File: src/hdl/ordered_unique_set_table_defines.svh
// Assertion macros for the set table module.
// They assume a clock named clk and an active-low reset named rst_n in scope.
`ifndef ORDERED_UNIQUE_SET_TABLE_DEFINES_SVH
`define ORDERED_UNIQUE_SET_TABLE_DEFINES_SVH

`ifndef ASSERT_OFF
// Checked only outside reset.
`define OUST_ASSERT(lbl, prop, msg) \
  lbl: assert property (@(posedge clk) disable iff (!rst_n) prop) else $error(msg);
// Checked at every edge, reset included.
`define OUST_ASSERT_ALWAYS(lbl, prop, msg) \
  lbl: assert property (@(posedge clk) prop) else $error(msg);
`else
`define OUST_ASSERT(lbl, prop, msg)
`define OUST_ASSERT_ALWAYS(lbl, prop, msg)
`endif

`endif

File: src/hdl/ousct_pkg.sv
package ousct_pkg;

  localparam int DATA_W            = 32;
  localparam int REQ_W             = 3;
  localparam int STATUS_W          = 3;
  localparam int COUNT_W           = 7;
  localparam int SUM_W             = 38;
  localparam int DEFAULT_SET_DEPTH = 64;

  localparam logic [REQ_W-1:0] REQ_INSERT    = 3'd0;
  localparam logic [REQ_W-1:0] REQ_DELETE    = 3'd1;
  localparam logic [REQ_W-1:0] REQ_POP_FRONT = 3'd2;
  localparam logic [REQ_W-1:0] REQ_POP_BACK  = 3'd3;
  localparam logic [REQ_W-1:0] REQ_MEMBER    = 3'd4;

  localparam logic [STATUS_W-1:0] ST_OK        = 3'd0;
  localparam logic [STATUS_W-1:0] ST_EMPTY     = 3'd1;
  localparam logic [STATUS_W-1:0] ST_FULL      = 3'd2;
  localparam logic [STATUS_W-1:0] ST_PRESENT   = 3'd3;
  localparam logic [STATUS_W-1:0] ST_NOT_FOUND = 3'd4;

  // Per-cycle commands broadcast to every cell of the chain.
  typedef struct packed {
    logic cmp_en;
    logic ins_en;
    logic rm_en;
  } cell_ctrl_t;

endpackage

File: src/hdl/ousct_cell.sv
module ousct_cell #(
  parameter int CNT_W = 7
) (
  input  logic                            clk,
  input  ousct_pkg::cell_ctrl_t           ctrl,
  input  logic [CNT_W-1:0]                cell_idx,
  input  logic [CNT_W-1:0]                count,
  input  logic [CNT_W-1:0]                rm_pos,
  input  logic [ousct_pkg::DATA_W-1:0]    key,
  input  logic [ousct_pkg::DATA_W-1:0]    right_entry,
  output logic [ousct_pkg::DATA_W-1:0]    entry,
  output logic                            match,
  output logic [ousct_pkg::DATA_W-1:0]    tail_val
);
  import ousct_pkg::*;

  logic [DATA_W-1:0] entry_r;
  logic              match_r;
  logic              tail_r;
  logic              occupied;

  assign occupied = (cell_idx < count);

  always_ff @(posedge clk) begin
    if (ctrl.cmp_en) begin
      match_r <= occupied && (entry_r == key);
      tail_r  <= (cell_idx + CNT_W'(1)) == count;
    end
    // Removal closes the gap: every cell at or above the removed place
    // takes its right neighbour's element.
    if (ctrl.rm_en && (cell_idx >= rm_pos)) begin
      entry_r <= right_entry;
    end else if (ctrl.ins_en && (cell_idx == count)) begin
      entry_r <= key;
    end
  end

  assign entry    = entry_r;
  assign match    = match_r;
  assign tail_val = tail_r ? entry_r : '0;

endmodule

File: config.mk
export PLATFORM = sky130hd
export DESIGN_NAME = ousct_cell
export DESIGN_NICKNAME = d
export VERILOG_FILES = /design/src/hdl/ordered_unique_set_table_defines.svh /design/src/hdl/ousct_pkg.sv /design/src/hdl/ousct_cell.sv
export SDC_FILE = /design/constraint.sdc
export NUM_CORES = 1
export LEC_CHECK = 0
export BUFFER_PORTS_ARGS = -buffer_cell sky130_fd_sc_hd__buf_2
export CORE_MARGIN = 2
export CORE_UTILIZATION = 44
export DETAILED_ROUTE_END_ITERATION = 12
export GPL_TIMING_DRIVEN = 0
export PLACE_DENSITY = 0.89
export SKIP_CTS_REPAIR_TIMING = 1
export SYNTH_ARGS = -nofsm -noshare
export SYNTH_HDL_FRONTEND = slang
export SYNTH_SLANG_ARGS = --single-unit
File: constraint.sdc
create_clock -name clk -period 4.99 [get_ports clk]
set_input_delay 0.2495 -clock clk [delete_from_list [all_inputs] [get_ports clk]]
set_output_delay 0.2495 -clock clk [all_outputs]
set_load 0.1 [all_outputs]
Word-level counts from Yosys, hierarchy flattened. Cells that the tools add are included.

Add/subtract/negate cells: 1. Magnitude comparators: 2. Equality and inequality tests: 3. Multiplexer cells: 3. Reduce and logical (&&, ||, !) cells: 4.

Operators with widths (count): $mux W32 (3); $eq A32 B32 Y1 (1); $eq A7 B7 Y1 (2); $add A7 B1 Y7 const B (1); $ge A7 B7 Y1 (1); $lt A7 B7 Y1 (1); $logic_and A1 B1 Y1 (3); $reduce_bool A2 Y1 (1).

Register bits: 34. Input bits: 89. Output and inout bits: 65. Word-level logic and storage cells: 16.

Longest topological paths before layout. Gate-level depths: netlist of the first run.

Depth after elaboration: 4. Gate-level depth with buffers: 8.

Worst setup path before layout of the first run. No wires, ideal clock.

Path kind: input -> register. Start: input port count[6]. End: register entry_r[0] (netlist: entry[0]) (enable). Data arrival time: 3.133 ns. Required time: 4.520 ns. Setup slack: 1.387 ns. Stages on the path: 4. Path buffers: 0. Cell sequence: inv_1 -> ha_1 -> nand3_1 -> o31ai_1.

Word-level cells in the longest chain between the ends: 3.

RTL lines: start: declaration (RTL line ousct_cell.sv:7) `input logic [CNT_W-1:0] count,`; $eq A7 B7 Y1 (RTL line ousct_cell.sv:33) `end else if (ctrl.ins_en && (cell_idx == count)) begin`; $logic_and A1 B1 Y1 (RTL line ousct_cell.sv:33); $reduce_bool A2 Y1 (no line); end signal: assignment (RTL line ousct_cell.sv:32) `entry_r <= right_entry;`; end signal: assignment (RTL line ousct_cell.sv:34) `entry_r <= key;`; end: declaration (RTL line ousct_cell.sv:17) `logic [DATA_W-1:0] entry_r;`.

Every way passes these cells. A chain may end at the register's enable or synchronous reset.

Worst setup path after layout of the first run.
Start: register tail_r. End: output port tail_val[18] in the netlist's numbering.

Word-level cells in the longest chain between the ends: 1.

RTL lines: start: declaration (RTL line ousct_cell.sv:19) `logic tail_r;`; start signal: assignment (RTL line ousct_cell.sv:27) `tail_r <= (cell_idx + CNT_W'(1)) == count;`; $mux W32 (RTL line ousct_cell.sv:40) `assign tail_val = tail_r ? entry_r : '0;`; end: declaration (RTL line ousct_cell.sv:13) `output logic [ousct_pkg::DATA_W-1:0] tail_val`.

Every way passes these cells.

==> qor.yml, run 1 <==
ctsRootBufferMaster: "clkbuf_8"
clock-sinks: 34
slew_headroom_pct: 36.1
reg2reg_from: "entry[6]"
core_area_mm2: 0.00561
drv_cap: 0
worstMarginPinSlew_ps: 959
post-route-cell-area_mm2: 0.00358
fin_ws_ps: 2950
ys.warnings.count: 0
critPathBufInv: 2
wl_per_cell_um: 16.5
end_kind: "primary output"
gr-total-overflow: 0
holdPathStages: 1
dr.pass1.iters: 4
period_share_pct: 40.9
cts_tree: "built"
nNetsFinal: 481
leakagePower_nw: 1.80
drt_wl_total_um: 7430
synthFlopType: "edfxtp_1"
h-tree-depth: 2
synth_fa_ha_area_share_pct: 7.22
ys_ff_latch: 34
slowest_stage: "edfxtp_1"
chipWidth_um: 80.9
io_pins: 154
r2r.worst_path.cells: 4
netlist_area_mm2: 0.00260
start_util_pct: 46.3
hold_class: "input pin to flop"
synth_compound_area_share_pct: 4.04
r2r-end: "match"
status: "finished clean"
grt_first_pass_wirelength_um: 10800
hold_end: "match"
crit_family: "buffers and inverters"
std_cell_rows: 27
drt_iter0_markers: 55
clk_path_buf_depth: 2
drc_errors: 0
synth_area_per_cell_um2: 12.0
vdd_drop_max_mv: 0.256
crit_fanout: 10
power_density_mw_per_mm2: 346
fmax_ghz: 0.490
slowest_delay_ps: 460
drive_gt1_share_pct: 52.6
antenna_found_initial: 0
period_needed_ps: 2040
fp.dieH_um: 80.9
path_cells: "clkbuf_1, and2_1, buf_2"
setup_tns_ps: 0
hold_viol: 0
grt_max_degree: 18
io_buffers: 153
grt_use_total_pct: 21.8
synth_xor_area_share_pct: 13.5
dieArea_mm2: 0.00654
gp_congestion: 0.783
dp_slack_ps: 2660
rsz0062_at_grt: "false"
cts_buffers: 5
r2r_slack_ps: 3430
fin_skew_ps: 7.31
crit_arrival_ps: 1790
post_drt_via_cell_ratio: 5.14
synth-simple-area-share_pct: 14.3
slew_viol_final: 0
synth_fp_nets: 320
ant_nets: 0
async_flop_share_pct: 0
ys_types: 28
critPathRequiredTime_ps: 4740
synth_top_family_by_area: "multiplexers"
vias: 2315
n_fill_cell: 477
diodes: 0
hpwl_um: 6180
area_growth_pct: 37.7
yosysSeqAreaShare_pct: 39.3
critPathLaunchType: "flop"
setup_viol: 0
path_clk_slew_ps: 70
syn_inst: 216
path_class: "flop to primary output"
clk_latency_ps: 280
finalPower_mw: 1.24
synth-edff-count: 34
min_from: "ctrl[2]"
synthMuxAreaShare_pct: 18.1
first_global_vias: 2299
dpl_cell_area_mm2: 0.00350
[layout by cell type (no fill, tap or decap), drive strengths merged, types with 4 or more instances in the layout]
cell	synthesis	layout
a21oi	7	7
and2	32	32
buf	3	157
clkbuf	3	9
edfxtp	34	34
ha	15	15
inv	13	13
mux2	32	32
nand3	9	9
nand4	4	4
nor4	9	9
xnor2	4	4
xor2	36	36
[cell usage after synthesis (all sizes together), types with 2 or more instances]
| cell | count | share of area (%) |
|---|---|---|
| buf | 3 | 1.3 |
| and3 | 2 | 0.48 |
| ha | 15 | 7.2 |
| edfxtp | 34 | 39 |
| nand4 | 4 | 0.96 |
| mux2 | 32 | 18 |
| and2 | 32 | 7.7 |
| o21ai | 2 | 0.82 |
| xnor2 | 4 | 1.3 |
| a21oi | 7 | 1.5 |
| a31oi | 2 | 0.48 |
| nor4 | 9 | 2.4 |
| xor2 | 36 | 12 |
| nand2b | 2 | 0.48 |
| nand3 | 9 | 1.7 |
| inv | 13 | 1.9 |
| clkbuf | 3 | 0.43 |
[cells by family (layout without fill, tap and decap cells)]
group | after synthesis | in the layout
AND/OR/NAND/NOR | 61 | 61
XOR/XNOR | 40 | 40
flip-flops | 34 | 34
multiplexers | 32 | 32
buffers and inverters | 19 | 181
adder cells (fa/ha/maj) | 15 | 15
AO/OA/AOI/OAI | 15 | 15
[final cells by class]
type,instances,area (µm²),share of cell area [%]
buffer,6,45.0,1.26
inverter,13,48.8,1.36
multi-input combinational,163,1500,41.9
clock buffer,6,72.6,2.03
timing repair buffer,154,793,22.2
tap,72,90.1,2.52
sequential,34,1020,28.5
clock inverter,2,8.76,0.245
[per-stage QoR]
step | utilization, % | instances | hold slack [ps]
after global routing | 63.8 | 450 | 186
after CTS | 63.8 | 450 | 179
after detailed placement | 62.3 | 442 | 470
final | 63.8 | 450 | 192
after global placement | 61.6 | 441 | 467
after floorplan | - | 216 | 362
[where the power goes]
group | switching (mW) | total (mW) | internal (mW)
Combinational | 0.510 | 0.663 | 0.153
Clock | 0.0926 | 0.188 | 0.0958
Sequential | 0.0296 | 0.387 | 0.357
Total | 0.632 | 1.24 | 0.606
[state kept, by name, indices dropped and copies added (netlist names)]
signal  count
entry      32
match       1
tail_r      1
[per-layer routing]
metal / track usage (%) / wire length [µm]
met3: 4.56 / 626
met2: 42.7 / 3980
met4: 7.12 / 129
met5: 0 / 0
met1: 22.8 / 2700
[worst max path at each step]
| stage | depth (start not counted) | end | slack (ps) | from |
|---|---|---|---|---|
| 2_1_floorplan | 4 | entry[0] | 1390 | count[6] |
| 3_3_place_gp | 4 | entry[7] | 250 | cell_idx[6] |
| 3_5_place_dp | 10 | entry[12] | 2660 | cell_idx[0] |
| 4_1_cts | 10 | entry[12] | 2940 | cell_idx[0] |
| 5_1_grt | 10 | entry[12] | 2840 | cell_idx[0] |
| 6_report | 3 | tail_val[18] | 2950 | tail_r |
Note: power is estimated with default switching activity, not from simulation.
==> run 2: changes to the inputs <==
Clock period 4.99 ns to 2.1 ns, I/O delays scaled along.
==> run 2 against run 1 <==
Largest power group unchanged. Utilization fell by 0.16 points. Die area did not move. Global-route usage fell by 0.11 points. Routed wire length fell by 1.5%. Final cell count did not move. Clock power rose by 140%. Non-clock buffer count did not move. Total power rose by 140%. Combinational power rose by 140%. Clock skew fell by 5.0 ps. Worst hold slack got worse by 150 ps.
==> qor.yml, run 2 (synthesis gave the netlist of run 1 again) <==
finalPower_mw: 2.94  # was 1.24 mW
drt_iter0_markers: 113  # was 55
start_util_pct: 46.3  # unchanged
power_density_mw_per_mm2: 823  # was 346 mW/mm²
slew_viol_final: 0  # unchanged
path_cells: "buf_2, inv_1, ha_1, nand2b_1, nand3_1, a21oi_2, o21ai_4, buf_6, o31ai_4, buf_8"  # was clkbuf_1, and2_1, buf_2
end_kind: "flop"  # was primary output
path_clk_slew_ps: 70  # about the same
dr.pass1.iters: 4  # unchanged
largest_register_ffs: 32  # unchanged
clk_latency_ps: 280  # about the same
std_cell_rows: 27  # unchanged
final_cell_mix: "buf_2 (153), xor2_1 (36), edfxtp_1 (34)"  # unchanged
h-tree-depth: 2  # unchanged
clock-sinks: 34  # unchanged
grt_use_total_pct: 21.7  # was 21.8%
holdPathStages: 1  # unchanged
multiInputGateArea_mm2: 0.00150  # unchanged
leakagePower_nw: 1.80  # about the same
antenna_found_initial: 1  # was 0
hold_end: "tail_r"  # was match
core_area_mm2: 0.00561  # unchanged
fmax_ghz: 0.543
critPathRequiredTime_ps: 2130  # was 4740 ps
grt_first_pass_wirelength_um: 10700  # was 10800 µm
dieArea_mm2: 0.00654  # unchanged
r2r-end: "match"  # unchanged
cts_buffers: 5  # unchanged
wl_per_cell_um: 16.3  # was 16.5 µm
worstMarginPinSlew_ps: 712  # was 959 ps
ant_nets: 0  # unchanged
fin_ws_ps: 260  # was 2950 ps
path_class: "input pin to flop"  # was flop to primary output
n_fill_cell: 483  # was 477
diodes: 0  # unchanged
gp_congestion: 0.762  # was 0.783
nNetsFinal: 481  # unchanged
finalCoreUtilization_pct: 63.6  # was 63.8%
crit_fanout: 21  # was 10
drv_cap: 0  # unchanged
grt_max_degree: 22  # was 18
ff_latch_area_mm2: 0.00102  # unchanged
io_pins: 154  # unchanged
critPathLaunchType: "input pin"  # was flop
period_share_pct: 87.6
reg2reg_from: "entry[4]"  # was entry[6]
cts_tree: "built"  # unchanged
slowest_delay_ps: 310  # was 460 ps
hold_viol: 0  # unchanged
dp_slack_ps: -62.1  # was 2660 ps
final_common_cell: "buf_2"  # unchanged
slew_headroom_pct: 52.5  # was 36.1%
area_growth_pct: 37.3  # was 37.7%
drc_errors: 0  # unchanged
rsz0062_at_grt: "false"  # unchanged
period_needed_ps: 1840
fin_skew_ps: 2.33  # was 7.31 ps
crit_arrival_ps: 1870  # was 1790 ps
chipWidth_um: 80.9  # unchanged
r2r_slack_ps: 480  # was 3430 ps
slowest_stage: "o21ai_4"  # was edfxtp_1
r2r.worst_path.cells: 4  # unchanged
status: "finished clean"  # unchanged
drive_gt1_share_pct: 52.9  # was 52.6%
setup_viol: 0  # unchanged
min_from: "ctrl[2]"  # unchanged
drt_wl_total_um: 7320  # was 7430 µm
hold_class: "input pin to flop"  # unchanged
fp.dieH_um: 80.9  # unchanged
gr-total-overflow: 0  # unchanged
io_buffers: 153  # unchanged
vdd_drop_max_mv: 0.515  # was 0.256 mV
vias: 2270  # was 2315
first_global_vias: 2318  # was 2299
hpwl_um: 6160  # was 6180 µm
post_drt_via_cell_ratio: 5.04  # was 5.14
ctsRootBufferMaster: "clkbuf_8"  # unchanged
clk_path_buf_depth: 2  # unchanged
[run 2: changes by cell type in the layout (fill, tap and decap cells not counted), sizes merged]
cell      before  now
clkbuf         9    8
clkinvlp       0    1
[run 2: report_power, final]
group | switching, mW | internal (mW)
sequential | 0.0707 | 0.848
combinational | 1.21 | 0.359
clock | 0.228 | 0.227
total | 1.51 | 1.43
[run 2: critical path, delay by kind of cell]
| family | cells | cell delay [ps] |
|---|---|---|
| compound gates | 3 | 580 |
| fa+ha+maj | 1 | 280 |
| buf+inv | 4 | 650 |
| simple gates | 2 | 240 |
[run 2: worst max path at each step]
stage	startpoint	slack (ps)	to	depth (start not counted)
6_report	cell_idx[0]	260	entry[26]	10
5_1_grt	cell_idx[0]	140	entry[31]	10
4_1_cts	cell_idx[0]	230	entry[26]	10
3_5_place_dp	cell_idx[0]	-60	entry[3]	10
3_3_place_gp	cell_idx[6]	-320	entry[3]	4
2_1_floorplan	count[6]	170	entry[0]	4
[run 2: area by class of cell]
type | count | share of cell area (%)
Timing Repair Buffer | 154 | 21.9
Inverter | 13 | 1.37
Sequential cell | 34 | 28.6
Multi-Input combinational cell | 163 | 42.0
Buffer | 6 | 1.26
Tap cell | 72 | 2.52
Clock buffer | 5 | 1.93
Clock inverter | 3 | 0.456
[run 2: layer usage]
metal / GRT usage [%] / routed length, µm / vias up
met5: 0 / 13 / -
met4: 4.58 / 40 / 2
met3: 4.44 / 540 / 9
met2: 44.5 / 4040 / 95
met1: 22.2 / 2680 / 1065
li1: - / - / 1099
[run 2: through the flow]
step           setup TNS [ps]  cell area (µm²)  hold slack, ps  instances
2_1_floorplan               0             2610             217        216
3_3_place_gp           -10140             3470             322        441
3_5_place_dp            -1280             3480             333        442
4_1_cts                     0             3570            38.8        450
5_1_grt                     0             3570            45.1        450
6_report                    0             3570            46.3        450
==> run 3: changes to the inputs <==
Settings changed: GPL_TIMING_DRIVEN 0 to 1, PLACE_DENSITY 0.89 to 0.87.
==> run 3 against run 2 <==
Flip-flop and latch count is the same. Final cell count fell by 0.67%. Fmax is 2.1% lower. Largest power group unchanged. Sequential power about the same. Via count is 1.6% lower. Critical path depth shrank 7.
==> qor.yml, run 3 (synthesis gave the netlist of run 1 again) <==
clk_latency_ps: 280  # about the same
clk_path_buf_depth: 2  # unchanged
dpl_cell_area_mm2: 0.00349  # was 0.00348 mm²
ant_nets: 0  # unchanged
drt_iter0_markers: 85  # was 113
nNetsFinal: 478  # was 481
cts_tree: "built"  # unchanged
leakagePower_nw: 1.80  # about the same
finalPower_mw: 2.94  # about the same
path_clk_slew_ps: 70  # about the same
area_growth_pct: 37.6  # was 37.3%
post-route-cell-area_mm2: 0.00358  # was 0.00357 mm²
grt_use_total_pct: 21.1  # was 21.7%
setup_tns_ps: 0  # unchanged
io_pins: 154  # unchanged
switchingPower_mw: 1.50  # was 1.51 mW
final_common_cell: "buf_2"  # unchanged
period_share_pct: 89.5  # was 87.6%
power_density_mw_per_mm2: 822  # was 823 mW/mm²
finalCoreUtilization_pct: 63.8  # was 63.6%
r2r.worst_path.cells: 4  # unchanged
drv_cap: 0  # unchanged
hold_viol: 0  # unchanged
ctsRootBufferMaster: "clkbuf_8"  # unchanged
std_cell_rows: 27  # unchanged
combPwrFrac_pct: 53.2  # was 53.3%
grt_max_degree: 33  # was 22
crit_fanout: 17  # was 21
chipWidth_um: 80.9  # unchanged
rsz0062_at_grt: "false"  # unchanged
antenna_found_initial: 0  # was 1
gp_congestion: 0.778  # was 0.762
n_fill_cell: 439  # was 483
h-tree-depth: 2  # unchanged
drive_gt1_share_pct: 53.3  # was 52.9%
setup_viol: 0  # unchanged
largest_register_ffs: 32  # unchanged
fin_skew_ps: 6.16  # was 2.33 ps
critPathBufInv: 2  # was 4
slowest_stage: "edfxtp_1"  # was o21ai_4
post_drt_via_cell_ratio: 5.00  # was 5.04
slew_viol_final: 0  # unchanged
clkPwrFrac_pct: 15.6  # was 15.5%
ff_latch_area_mm2: 0.00102  # unchanged
clock-sinks: 34  # unchanged
crit_arrival_ps: 1770  # was 1870 ps
dieArea_mm2: 0.00654  # unchanged
period_needed_ps: 1880  # was 1840 ps
dp.cells: 439  # was 442
multiInputGateArea_mm2: 0.00150  # unchanged
dr.pass1.iters: 4  # unchanged
io_buffers: 153  # unchanged
core_area_mm2: 0.00561  # unchanged
hpwl_um: 5750  # was 6160 µm
status: "finished clean"  # unchanged
fp.dieH_um: 80.9  # unchanged
seq_power_share_pct: 31.2  # was 31.3%
wl_per_cell_um: 15.6  # was 16.3 µm
path_class: "flop to primary output"  # was input pin to flop
drt_wl_total_um: 6960  # was 7320 µm
cts_buffers: 5  # unchanged
final_cells: 447  # was 450
cp.depth: 3  # was 10
critPathRequiredTime_ps: 2000  # was 2130 ps
grt_first_pass_wirelength_um: 10400  # was 10700 µm
slew_headroom_pct: 67.1  # was 52.5%
drc_errors: 0  # unchanged
crit_family: "buffers and inverters"  # unchanged
gr-total-overflow: 0  # unchanged
fmax_ghz: 0.532  # was 0.543 GHz
worstMarginPinSlew_ps: 489  # was 712 ps
holdPathStages: 1  # unchanged
switching_share_pct: 51.1  # was 51.2%
path_cells: "buf_4, and2_1, buf_2"  # was buf_2, inv_1, ha_1, nand2b_1, nand3_1, a21oi_2, o21ai_4, buf_6, o31ai_4, buf_8
end_kind: "primary output"  # was flop
critPathLaunchType: "flop"  # was input pin
first_global_vias: 2180  # was 2318
diodes: 0  # unchanged
start_util_pct: 46.3  # unchanged
hold_class: "input pin to flop"  # unchanged
slowest_delay_ps: 610  # was 310 ps
vdd_drop_max_mv: 0.542  # was 0.515 mV
final_cell_mix: "buf_2 (153), xor2_1 (36), edfxtp_1 (34)"  # unchanged
p_int_mw: 1.44  # was 1.43 mW
vias: 2233  # was 2270
## run 3: cell types whose count changed in the layout (fill, tap and decap cells not counted), sizes merged
cell,delta
clkbuf,-3
## run 3: metal layers
layer	share of wire (%)	track usage, %
met2	52	40.6
met1	38	22.6
met3	9.0	5.78
met5	0	0
met4	0.99	5.25
## run 3: worst paths after layout
path                                 from            to  slack [ps]
worst min register to register  entry[15]         match         750
worst min-delay path              ctrl[2]         match          40
worst max-delay path               tail_r  tail_val[27]         220
worst max register to register   entry[3]         match         470
## run 3: final cells by class
cell class	count	area share, %
Multi-Input combinational cell	163	41.9
Sequential cell	34	28.6
Timing Repair Buffer	157	23.3
Tap cell	72	2.52
Clock buffer	5	1.92
Inverter	13	1.36
Clock inverter	3	0.455
## run 3: power by group through the flow
stage,clock [mW],sequential (mW),combinational [mW]
2_1_floorplan,0,1.44,0.740
3_3_place_gp,0,0.926,1.55
3_5_place_dp,0,0.933,1.57
4_1_cts,0.473,0.918,1.57
5_1_grt,0.498,0.928,1.63
6_report,0.459,0.918,1.56
## run 3: stage by stage
stage | worst slack (ps) | hold WS [ps]
2_1_floorplan | 175 | 217
3_3_place_gp | 224 | 322
3_5_place_dp | 169 | 328
4_1_cts | 215 | 30.3
5_1_grt | 168 | 31.8
6_report | 220 | 39.6
